### src/rtl/tsp_pkg.sv
`default_nettype none
package tsp_pkg;

  typedef enum logic [2:0] {
    PH_HEADER = 3'd0,
    PH_FILE   = 3'd1,
    PH_DIR    = 3'd2,
    PH_PAD    = 3'd3,
    PH_DONE   = 3'd4,
    PH_ERROR  = 3'd5
  } phase_t;

  localparam logic [1:0] KIND_DATA   = 2'd0;
  localparam logic [1:0] KIND_HEADER = 2'd1;
  localparam logic [1:0] KIND_END    = 2'd2;
  localparam logic [1:0] KIND_ERROR  = 2'd3;

  localparam logic [2:0] ERR_NONE     = 3'd0;
  localparam logic [2:0] ERR_CHECKSUM = 3'd1;
  localparam logic [2:0] ERR_PATH     = 3'd2;
  localparam logic [2:0] ERR_TYPE     = 3'd3;
  localparam logic [2:0] ERR_TRUNC    = 3'd4;

  localparam logic [1:0] ET_FILE    = 2'd0;
  localparam logic [1:0] ET_DIR     = 2'd1;
  localparam logic [1:0] ET_SYMLINK = 2'd2;

  localparam logic [7:0] CH_SPACE = 8'h20;
  localparam logic [7:0] CH_SLASH = 8'h2F;
  localparam logic [7:0] CH_DOT   = 8'h2E;
  localparam logic [7:0] CH_ZERO  = 8'h30;
  localparam logic [7:0] CH_SEVEN = 8'h37;
  localparam logic [7:0] CH_TWO   = 8'h32;
  localparam logic [7:0] CH_FIVE  = 8'h35;

  localparam int OUT_SIZE_W = 36;

  // Path checker flags.
  typedef struct packed {
    logic pre_slash;
    logic pre_set;
    logic dotdot;
    logic name_slash;
    logic name_empty;
    logic ended;
    logic slash3;
  } path_flags_t;

  // Header summary handed to the result stage at the last header byte.
  typedef struct packed {
    logic        all_zero;
    logic        sum_ok;
    logic        unsafe;
    logic [7:0]  type_byte;
    logic [11:0] mode;
  } hdr_sum_t;

endpackage
`default_nettype wire

### src/rtl/tar_stream_parser.sv
`default_nettype none
// Ustar archive parser taking one archive byte per beat, one beat per cycle
// sustained. Each beat is decoded by the header accumulators and the phase
// sequencer in the cycle it is accepted, and yields at most one result beat,
// which appears in a one-entry output register in the cycle after the accept.
// The input stalls only while that register is full and the output side
// stalls. Results are file data bytes (with a last mark), entry headers, end
// of archive, or a sticky error. SIZE_BITS sets the width of the parsed size
// field.
module tar_stream_parser
  import tsp_pkg::*;
#(
  parameter int SIZE_BITS = 36
) (
  input  wire logic        clk,
  input  wire logic        rst_n,
  input  wire logic        in_valid,
  output logic             in_stall,
  input  wire logic        in_op,
  input  wire logic [7:0]  in_in_byte,
  output logic             out_valid,
  input  wire logic        out_stall,
  output logic [1:0]       out_kind,
  output logic [7:0]       out_out_byte,
  output logic             out_last_of_file,
  output logic [1:0]       out_entry_type,
  output logic [OUT_SIZE_W-1:0] out_entry_size,
  output logic [11:0]      out_entry_mode,
  output logic [2:0]       out_error_code
);

  phase_t               phase_r, phase_nxt;
  logic [8:0]           off_r, off_nxt;
  logic [SIZE_BITS-1:0] left_r, left_nxt;
  logic [8:0]           skip_r, skip_nxt;
  logic                 acc;
  logic                 hdr_en;
  logic [SIZE_BITS-1:0] size_now;
  hdr_sum_t             hs;
  logic                 emit;
  logic [1:0]           kind, etype;
  logic [2:0]           err;
  logic                 last;
  logic                 type_ok;
  logic [8:0]           size_lo;

  assign in_stall = out_valid & out_stall;
  assign acc      = in_valid & ~in_stall;
  assign hdr_en   = acc & ~in_op & (phase_r == PH_HEADER);

  tsp_header #(.SIZE_BITS(SIZE_BITS)) u_hdr (
    .clk      (clk),
    .rst_n    (rst_n),
    .hdr_en   (hdr_en),
    .offset   (off_r),
    .c        (in_in_byte),
    .size_now (size_now),
    .sum_now  (hs)
  );

  always_comb begin
    phase_nxt = phase_r;
    off_nxt   = off_r;
    left_nxt  = left_r;
    skip_nxt  = skip_r;
    emit      = 1'b0;
    kind      = KIND_DATA;
    err       = ERR_NONE;
    etype     = ET_FILE;
    last      = 1'b0;
    type_ok   = 1'b1;
    size_lo   = size_now[8:0];
    if (acc && (phase_r != PH_DONE) && (phase_r != PH_ERROR)) begin
      if (in_op) begin
        emit = 1'b1; kind = KIND_ERROR; err = ERR_TRUNC; phase_nxt = PH_ERROR;
      end else begin
        unique case (phase_r)
          PH_HEADER: begin
            off_nxt = off_r + 9'd1;
            if (off_r == 9'd511) begin
              off_nxt = 9'd0;
              emit = 1'b1;
              if (hs.type_byte == CH_ZERO || hs.type_byte == 8'd0) etype = ET_FILE;
              else if (hs.type_byte == CH_FIVE) etype = ET_DIR;
              else if (hs.type_byte == CH_TWO) etype = ET_SYMLINK;
              else type_ok = 1'b0;
              if (hs.all_zero) begin
                kind = KIND_END; phase_nxt = PH_DONE;
              end else if (!hs.sum_ok) begin
                kind = KIND_ERROR; err = ERR_CHECKSUM; phase_nxt = PH_ERROR;
              end else if (hs.unsafe) begin
                kind = KIND_ERROR; err = ERR_PATH; phase_nxt = PH_ERROR;
              end else if (!type_ok) begin
                kind = KIND_ERROR; err = ERR_TYPE; phase_nxt = PH_ERROR;
              end else begin
                kind = KIND_HEADER;
                if ((etype != ET_SYMLINK) && (size_now != '0)) begin
                  left_nxt  = size_now;
                  skip_nxt  = 9'd0 - size_lo;
                  phase_nxt = (etype == ET_FILE) ? PH_FILE : PH_DIR;
                end
              end
            end
          end
          PH_FILE, PH_DIR: begin
            emit = (phase_r == PH_FILE);
            last = (left_r == SIZE_BITS'(1));
            left_nxt = left_r - SIZE_BITS'(1);
            if (last) begin
              phase_nxt = (skip_r != 9'd0) ? PH_PAD : PH_HEADER;
              off_nxt = 9'd0;
            end
          end
          PH_PAD: begin
            skip_nxt = skip_r - 9'd1;
            if (skip_r == 9'd1) begin
              phase_nxt = PH_HEADER; off_nxt = 9'd0;
            end
          end
          default: phase_nxt = phase_r;
        endcase
      end
    end
  end

  always_ff @(posedge clk) begin
    if (!rst_n) begin
      phase_r   <= PH_HEADER;
      off_r     <= '0;
      left_r    <= '0;
      skip_r    <= '0;
      out_valid <= 1'b0;
    end else begin
      phase_r <= phase_nxt;
      off_r   <= off_nxt;
      left_r  <= left_nxt;
      skip_r  <= skip_nxt;
      if (emit) out_valid <= 1'b1;
      else if (!out_stall) out_valid <= 1'b0;
    end
  end

  always_ff @(posedge clk) begin
    if (emit) begin
      out_kind         <= kind;
      out_out_byte     <= (kind == KIND_DATA) ? in_in_byte : 8'd0;
      out_last_of_file <= last;
      out_entry_type   <= (kind == KIND_HEADER) ? etype : ET_FILE;
      out_entry_size   <= (kind == KIND_HEADER) ? OUT_SIZE_W'(size_now) : '0;
      out_entry_mode   <= (kind == KIND_HEADER) ? hs.mode : 12'd0;
      out_error_code   <= err;
    end
  end

endmodule
`default_nettype wire

### src/rtl/tsp_header.sv
`default_nettype none
module tsp_header
  import tsp_pkg::*;
#(
  parameter int SIZE_BITS = 36
) (
  input  wire logic                 clk,
  input  wire logic                 rst_n,
  input  wire logic                 hdr_en,
  input  wire logic [8:0]           offset,
  input  wire logic [7:0]           c,
  output logic [SIZE_BITS-1:0]      size_now,
  output hdr_sum_t                  sum_now
);

  logic [16:0]          sum_acc_r, sum_acc_nxt;
  logic [23:0]          stored_r, stored_nxt;
  logic [SIZE_BITS-1:0] size_r, size_nxt;
  logic [11:0]          mode_r, mode_nxt;
  logic [1:0]           oct_r, oct_nxt;
  logic                 zero_r, zero_nxt;
  logic [7:0]           type_r, type_nxt;
  path_flags_t          pf_r, pf_nxt;
  logic [15:0]          lb_r, lb_nxt;

  logic in_name, in_mode, in_size, in_sum, in_pre, is_oct, oct_digit;
  logic [2:0] dig;
  logic [1:0] oct_base;
  logic [16:0] sum_base;
  logic [23:0] stored_base;
  logic [SIZE_BITS-1:0] size_base;
  logic [11:0] mode_base;
  logic zero_base;
  path_flags_t pf_base;
  logic [15:0] lb_base;
  logic first;

  always_comb begin
    first       = (offset == 9'd0);
    in_name     = (offset < 9'd100);
    in_mode     = (offset >= 9'd100) && (offset < 9'd108);
    in_size     = (offset >= 9'd124) && (offset < 9'd136);
    in_sum      = (offset >= 9'd148) && (offset < 9'd156);
    in_pre      = (offset >= 9'd345) && (offset < 9'd500);
    dig         = c[2:0];
    oct_digit   = (c >= CH_ZERO) && (c <= CH_SEVEN);

    // Offset zero starts a fresh header.
    sum_base    = first ? 17'd0 : sum_acc_r;
    stored_base = first ? 24'd0 : stored_r;
    size_base   = first ? '0 : size_r;
    mode_base   = first ? 12'd0 : mode_r;
    zero_base   = first ? 1'b1 : zero_r;
    pf_base     = first ? '0 : pf_r;
    lb_base     = first ? {CH_SLASH, CH_SLASH} : lb_r;
    type_nxt    = first ? 8'd0 : type_r;
    oct_base    = ((offset == 9'd100) || (offset == 9'd124) || (offset == 9'd148))
                  ? 2'd0 : oct_r;

    zero_nxt    = zero_base & (c == 8'd0);
    sum_acc_nxt = sum_base + (in_sum ? 17'(CH_SPACE) : 17'(c));

    // Lenient octal: skip leading spaces, stop at the first non-digit.
    oct_nxt     = oct_base;
    is_oct      = 1'b0;
    if (!oct_base[1]) begin
      if (oct_base[0] || (c != CH_SPACE)) begin
        oct_nxt[0] = 1'b1;
        if (oct_digit) is_oct = 1'b1;
        else oct_nxt[1] = 1'b1;
      end
    end
    if (!(in_mode || in_size || in_sum)) oct_nxt = oct_base;

    stored_nxt = stored_base;
    size_nxt   = size_base;
    mode_nxt   = mode_base;
    if (in_mode && is_oct) mode_nxt = {mode_base[8:0], dig};
    if (in_size && is_oct) size_nxt = {size_base[SIZE_BITS-4:0], dig};
    if (in_sum && is_oct)  stored_nxt = {stored_base[20:0], dig};
    if (offset == 9'd156)  type_nxt = c;

    pf_nxt = pf_base;
    lb_nxt = lb_base;
    if (in_name || in_pre) begin
      if ((offset == 9'd0) || (offset == 9'd345)) begin
        lb_nxt = {CH_SLASH, CH_SLASH};
        pf_nxt.slash3 = 1'b1;
        pf_nxt.ended = 1'b0;
        if (offset == 9'd0) begin
          if (c == 8'd0) pf_nxt.name_empty = 1'b1;
          if (c == CH_SLASH) pf_nxt.name_slash = 1'b1;
        end else begin
          if (c != 8'd0) pf_nxt.pre_set = 1'b1;
          if (c == CH_SLASH) pf_nxt.pre_slash = 1'b1;
        end
      end
      if (!pf_nxt.ended) begin
        if (c == 8'd0) begin
          if ((lb_nxt == {CH_DOT, CH_DOT}) && pf_nxt.slash3) pf_nxt.dotdot = 1'b1;
          pf_nxt.ended = 1'b1;
        end else begin
          if ((c == CH_SLASH) && (lb_nxt == {CH_DOT, CH_DOT}) && pf_nxt.slash3)
            pf_nxt.dotdot = 1'b1;
          pf_nxt.slash3 = (lb_nxt[15:8] == CH_SLASH);
          lb_nxt = {lb_nxt[7:0], c};
          if (((offset == 9'd99) || (offset == 9'd499)) &&
              (lb_nxt == {CH_DOT, CH_DOT}) && pf_nxt.slash3)
            pf_nxt.dotdot = 1'b1;
        end
      end
    end

    size_now = size_nxt;
    sum_now.all_zero  = zero_nxt;
    sum_now.sum_ok    = ({7'd0, sum_acc_nxt} == stored_nxt);
    sum_now.unsafe    = (pf_nxt.pre_set ? pf_nxt.pre_slash
                         : (pf_nxt.name_empty | pf_nxt.name_slash)) | pf_nxt.dotdot;
    sum_now.type_byte = type_nxt;
    sum_now.mode      = mode_nxt;
  end

  always_ff @(posedge clk) begin
    if (!rst_n) begin
      sum_acc_r <= '0;
      stored_r  <= '0;
      size_r    <= '0;
      mode_r    <= '0;
      oct_r     <= '0;
      zero_r    <= 1'b1;
      type_r    <= '0;
      pf_r      <= '0;
      lb_r      <= {CH_SLASH, CH_SLASH};
    end else if (hdr_en) begin
      sum_acc_r <= sum_acc_nxt;
      stored_r  <= stored_nxt;
      size_r    <= size_nxt;
      mode_r    <= mode_nxt;
      oct_r     <= oct_nxt;
      zero_r    <= zero_nxt;
      type_r    <= type_nxt;
      pf_r      <= pf_nxt;
      lb_r      <= lb_nxt;
    end
  end

endmodule
`default_nettype wire
### config.mk
export PLATFORM = sky130hd
export DESIGN_NAME = tar_stream_parser
export DESIGN_NICKNAME = d
export VERILOG_FILES = /design/src/rtl/tsp_pkg.sv /design/src/rtl/tar_stream_parser.sv /design/src/rtl/tsp_header.sv
export SDC_FILE = /design/constraint.sdc
export NUM_CORES = 1
export LEC_CHECK = 0
export BUFFER_PORTS_ARGS = -buffer_cell sky130_fd_sc_hd__buf_2
export CAP_MARGIN = 10
export CORE_MARGIN = 1.5
export CORE_UTILIZATION = 53
export DETAILED_ROUTE_END_ITERATION = 7
export GPL_TIMING_DRIVEN = 0
export MAX_ROUTING_LAYER = met4
export PLACE_DENSITY = 0.74
export REMOVE_ABC_BUFFERS = 1
export SETUP_SLACK_MARGIN = 0.1
export SLEW_MARGIN = 20
export SYNTH_ARGS = -nofsm -noshare
export SYNTH_HDL_FRONTEND = slang
export SYNTH_SLANG_ARGS = --single-unit
### constraint.sdc
create_clock -name clk -period 5.75 [get_ports clk]
set_clock_uncertainty 0.2 [all_clocks]
set_input_delay 1.15 -clock clk [delete_from_list [all_inputs] [get_ports clk]]
set_output_delay 1.15 -clock clk [all_outputs]
set_load 0.05 [all_outputs]
Word level (Yosys, flattened, before mapping)
Index checks and enable logic that the tools add are counted.
{"block": "word_totals", "ff_bits": 245, "latchBits": 0, "ram_bits": 0, "romBits": 0, "output_inout_bits": 66, "wordCells": 256, "n_memories": 0}
{"block": "op_classes", "addsub": 5, "mul": 0, "div": 0, "magnitude_cmp": 11, "eq_ne": 39, "shifts": 0, "mux": 110, "n_bitwise": 15, "n_reduce_logical": 47}
{"op": "36-bit two-way mux", "n": 8}
{"op": "16-bit two-way mux", "n": 6}
{"op": "9-bit two-way mux", "n": 9}
{"op": "36-bit case mux with 2 select lines", "n": 1}
{"op": "2-bit two-way mux", "n": 31}
{"op": "24-bit two-way mux", "n": 2}
{"op": "8-bit by 6-bit == test with 1-bit output (second input constant)", "n": 5}
{"op": "36-bit by 1-bit == test with 1-bit output (second input constant)", "n": 1}
{"op": "36-bit nonzero test", "n": 1}
{"op": "36-bit by 1-bit subtractor with 36-bit output (second input constant)", "n": 1}
{"op": "16-bit by 14-bit == test with 1-bit output (second input constant)", "n": 2}
{"op": "3-bit two-way mux", "n": 10}
{"op": "1-bit two-way mux", "n": 29}
{"op": "9-bit by 7-bit == test with 1-bit output (second input constant)", "n": 3}
{"op": "9-bit == test (second input constant)", "n": 3}
{"op": "9-bit case mux with 3 select lines", "n": 1}
{"op": "17-bit by 24-bit == test with 1-bit output", "n": 1}
{"op": "12-bit two-way mux", "n": 2}
{"op": "8-bit two-way mux", "n": 3}
{"op": "9-bit by 8-bit == test with 1-bit output (second input constant)", "n": 2}
{"op": "9-bit by 7-bit greater-or-equal comparator with 1-bit output (second input constant)", "n": 2}
{"op": "9-bit by 7-bit < comparator with 1-bit output (second input constant)", "n": 2}
{"op": "9-bit by 8-bit < comparator with 1-bit output (second input constant)", "n": 2}
{"op": "9-bit case mux with 2 select lines", "n": 1}
{"op": "other kinds (45)", "n": 99}

Longest topological paths before layout
{"block": "depth", "depth_word": 25, "mapped_depth": 25, "ltp_nobuf": 19}

Cells and area by module
A second synthesis with hierarchy kept.
{"block": "hier_totals", "hier_cells": 1523, "hier_area_um2": 13227.7}
{"module": "tsp_header", "n_inst": 1, "cells_each": 835, "area_per_inst_um2": 6846.6, "seq_area_each_um2": 2462.4}
{"module": "tar_stream_parser", "n_inst": 1, "cells_each": 688, "area_per_inst_um2": 6381.1, "seq_area_each_um2": 3083.0}

Worst setup path after synthesis
OpenSTA, ideal clock, no wires.
{"block": "synth_timing", "path_kind": "register to register", "from": "register off_r[0]", "to": "register out_entry_mode[10] (data pin)", "setup_ps": 152, "t_arrival_ps": 5281, "required_ps": 5398, "path_slack_ps": 118, "path_stages_with_launch": 25, "path_buffers": 7, "synth_period_minus_slack_ps": 5632, "path_cell_list": "dfxtp_1 > clkbuf_1 > inv_1 > ha_1 > nor4b_1 > nand2_1 > clkbuf_1 > clkbuf_1 > clkbuf_1 > and2_1 > ha_1 > inv_1 > fa_1 > nand2b_1 > a211oi_1 > or2_0 > clkbuf_1 > xor2_1 > or4b_1 > nor4_4 > nand2_2 > or4_1 > buf_2 > buf_6 > nor3_2"}
{"block": "synth_between", "elab_chain_len": 21, "word_cells_on_any_way": 93, "classes_between": "add/sub (1); order compare (7); eq/ne (16); mux (47); bitwise (3); reduce/logical (19)"}
{"item": "start, declared", "line_no": "tar_stream_parser.sv:33", "rtl": "logic [8:0] off_r, off_nxt;"}
{"item": "start signal, assigned", "line_no": "tar_stream_parser.sv:135", "rtl": "off_r <= off_nxt;"}
{"item": "parallel branches: the longest is 21 deep, another holds 17-bit adder"}
{"item": "end signal, assigned", "line_no": "tar_stream_parser.sv:150", "rtl": "out_entry_mode <= (kind == KIND_HEADER) ? hs.mode : 12'd0;"}
{"item": "end, declared", "line_no": "tar_stream_parser.sv:28", "rtl": "output logic [11:0] out_entry_mode,"}
Several ways; the timed one is not identified. The select of a mux whose other input is x is not followed.
A chain may end at the register's enable or synchronous reset.

Final worst setup path
{"block": "layout_timing", "from": "register off_r[5]", "to": "register out_entry_size[20] (data pin)"}
{"block": "layout_between", "elab_chain_len": 21, "word_cells_on_any_way": 93, "classes_between": "add/sub (1); order compare (7); eq/ne (16); mux (47); bitwise (3); reduce/logical (19)"}
{"item": "parallel branches: the longest is 21 deep, another holds 17-bit adder"}
{"item": "end signal, assigned", "line_no": "tar_stream_parser.sv:149", "rtl": "out_entry_size <= (kind == KIND_HEADER) ? OUT_SIZE_W'(size_now) : '0;"}
{"item": "end, declared", "line_no": "tar_stream_parser.sv:27", "rtl": "output logic [OUT_SIZE_W-1:0] out_entry_size,"}
Several ways; the timed one is not identified. The select of a mux whose other input is x is not followed.

==> run metrics <==
run status=finished, final reports clean; crit path time final=5.42 ns; initial antenna violation count=2; H-tree depth=1; vias per cell=6.22; final worst-path cycle share=0.943; placed cell area=0.0141 mm^2; ys async rst share=0; Setup Viol. Count Final=0; synthesized instance count=1,588; Max Cap Viol=0; slowest stage cell, crit path=or4b_1; mux cell area share after synthesis=0.0402; area of the multi-input gates=about 0.0074 mm^2; DRC Markers=0; CTS tree=done; crit-path leading delay family=simple AND/OR/NAND/NOR gates; chip width=about 160 um; headroom to the max-slew limit=0.310; Buf/Inv on CP=2; full die area=0.0262 mm^2; Achievable Freq=~180 MHz; Core Region=~0.025 mm^2; CP endpoint kind=flip-flop; crit-path max FO=38; DR pass1 iterations=5; Post-synth EDFFs=64; PwrDens=262 mW/mm^2; Hold EP=u_hdr.sum_acc_r[0]$_SDFFE_PN0P_; vias in the first global route=about 11,000; Yosys cell types=a little over 80; Clock Tree Buf Depth=3; critical path's largest stage delay=slightly below 0.6 ns; syn avg cell area=8.43 um^2; total track usage=0.282; fill cell count=roughly 2,100; RSZ-0062 raised after global routing=false; total wire length=~36,000 um; Num Clock Sinks=between 200 and 250; largest family of logic cells by synthesized area=simple AND/OR/NAND/NOR gates; Max Slew Vio Count=0; worst path arrival time=roughly 5.6 ns; pre-CTS setup slack=-0.851 ns; clock-pin slew of the registers on the worst-case setup and hold paths=~0.06 ns; Post-Synth Adder-Cell Area=0.0174; DRT iter0 DRCs=1,198; WHS Path Cells=2; main flop type after synthesis=dfxtp_1; Post-Synth XOR/XNOR Area=0.0321; beginning of the worst register-to-register path=off_r[5]$_SDFFE_PN0P_; worst skew pair latency=~0.54 ns; most common cell after layout, fill and taps aside=nor2_1; DR WL/cell=~19 um; die outline height=approximately 160 um; # nets final=1,637; register area=0.00555 mm^2; WS Path Type=flip-flop to flip-flop; flop-to-flop setup slack=between 0.3 and 0.4 ns; most frequent cells in the layout=nor2_1 (228), dfxtp_1 (177), nand2_1 (160); Root Buffer=clkbuf_16; starting density of the core=0.545; WP data required=about 6 ns; TritonCTS buffer count=26; flops & latches, synth=between 200 and 250; sequential element share of the synthesized area=0.414; first-pass GRT wire length=roughly 59,000 um; min-delay src=u_hdr.sum_acc_r[0]$_SDFFE_PN0P_; reg2reg end=out_entry_size[20]$_SDFFCE_PP0P_; # port buffers=78; Final Worst Setup Slack=0.328 ns; Post-DP HPWL=around 24,000 um; Synth warnings=0; Synth Area in Compound Gates=0.190; Hold Path Class=flip-flop to flip-flop; Mapped Area=0.0134 mm^2; row count=between 50 and 60; Final GP Congestion=0.925; pin count of the biggest net entering global routing=77; Fin. Hold Viols=0; share of cells above drive strength 1=0.143; Worst-Margin Slew=1.03 ns; area grow syn2layout=12.5%; routed vias=12,138; CP startpoint kind=flip-flop; Leakage=5.36 nW; GRT Residual Overflow=0; Routed Antenna Nets=0; IR drop worst, VDD=~0.22 mV; simple logic cell fraction of the synthesized area=0.264; critical-path cell list=or3_1 > or3_4 > and2_1 > ha_1 > a21o_1 > a21oi_2 > nand2_1 > a31oi_1 > xnor2_1 > xor2_1 > or4b_1 > nor4_4 > buf_4 > nand2_2 > or4_4 > buf_12 > nor3_2; I/O pins=79; Worst R2R Path Depth=17; Finished Cell Area=~0.015 mm^2
[synth_stat cells, types with 13 or more instances]
cell type	count	area (um^2)
nor2_1	229	860
dfxtp_1	181	3620
nand2_1	162	608
a21oi_1	121	606
clkbuf_1	89	334
a22oi_1	64	480
edfxtp_1	64	1920
o21ai_0	53	265
mux2i_1	47	470
nor3_1	45	225
nand3_1	41	205
nor3_2	33	330
and2_1	32	200
xnor2_1	28	245
and3_1	22	138
inv_1	22	82.6
xor2_1	21	184
a211oi_1	19	143
a31oi_1	19	119
nor4_1	18	113
o21a_1	18	135
ha_1	17	213
or3_1	15	93.8
nand4_1	14	87.6
nand2b_1	13	81.3
o31ai_1	13	97.6
or2_2	13	81.3
[registers in the layout, indices dropped and copies added (netlist names)]
name and cells:
left_r 36, off_r 9, out_entry_mode 12, out_entry_size 36
out_entry_type 2, out_error_code 3, out_kind 2, out_last_of_file 1
out_out_byte 8, out_valid 1, phase_r 3, skip_r 9
u_hdr.lb_r 16, u_hdr.mode_r 12, u_hdr.oct_r 2, u_hdr.pf_r 7
u_hdr.size_r 36, u_hdr.stored_r 24, u_hdr.sum_acc_r 17, u_hdr.type_r 8
u_hdr.zero_r 1
[per-stage QoR]
stage               hold slack, ns  power (W)  utilization  std cells  TNS, ns
global route                 0.271    0.00407        0.614       1952        0
detailed placement           0.244    0.00236        0.574       1895   -36.69
finish                       0.252    0.00394        0.614       1952        0
global placement             0.239    0.00232        0.559       1878  -713.82
floorplan                    0.232    0.00219            -       1476  -248.27
CTS                          0.253    0.00395        0.611       1946        0
[kinds of logic (layout without fill, tap and decap cells)]
group / after synthesis / in the layout
adder cells (fa/ha/maj): 18 / 18
XOR/XNOR: 49 / 49
other: 0 / 2
AO/OA/AOI/OAI: 389 / 389
AND/OR/NAND/NOR: 699 / 699
flip-flops: 245 / 245
buffers and inverters: 135 / 173
multiplexers: 53 / 53
[metal layers]
layer,vias to the layer above,routed length (um),track usage,share of wire
met2,469,17200,0.455,0.47
met1,5797,15400,0.359,0.42
met3,76,2660,0.0460,0.073
met4,0,1100,0.0997,0.030
li1,5796,-,-,-
met5,-,0,-,0
[tightest hold or removal path: stages, from the launching register on]
cell     delay, ns
dfxtp_1       0.30
nand2_1       0.05
a21oi_1       0.05
[final cells by class]
| type | count | share of cell area |
|---|---|---|
| sequential | 245 | 0.369 |
| inverter | 23 | 0.00607 |
| clock buffer | 36 | 0.0499 |
| antenna | 2 | 0.000332 |
| clock inverter | 12 | 0.00440 |
| tap | 324 | 0.0269 |
| timing repair buffer | 102 | 0.0499 |
| multi-input combinational | 1208 | 0.494 |
[worst max-delay path by stage]
stage	start	end	slack, ns	depth (start not counted)
after global routing	off_r[5]$_SDFFE_PN0P_	out_entry_size[20]$_SDFFCE_PP0P_	0.11	18
after global placement	in_in_byte[3]	left_r[33]$_SDFFE_PN0P_	-8.08	13
after detailed placement	off_r[0]$_SDFFE_PN0P_	left_r[0]$_SDFFE_PN0P_	-0.85	18
after floorplan	in_in_byte[3]	left_r[22]$_SDFFE_PN0P_	-3.78	12
after CTS	off_r[1]$_SDFFE_PN0P_	left_r[0]$_SDFFE_PN0P_	0.12	20
final	off_r[5]$_SDFFE_PN0P_	out_entry_size[20]$_SDFFCE_PP0P_	0.33	17
[repair_timing]
action / CTS / global route
buffers inserted: 3 / 4
resized for setup: 13 / 8
pin swaps: 3 / 3
endpoints found under the hold margin: 0 / 0
hold buffers: 0 / 0
setup endpoints to repair: 98 / 68
[report_power, final]
group | total [W] | switching, W | internal (W)
logic | 0.000495 | 0.000365 | 0.000130
clock network | 0.00161 | 0.000694 | 0.000914
registers | 0.00184 | 0.0000246 | 0.00182
Note: power is estimated with default switching activity, not from simulation.
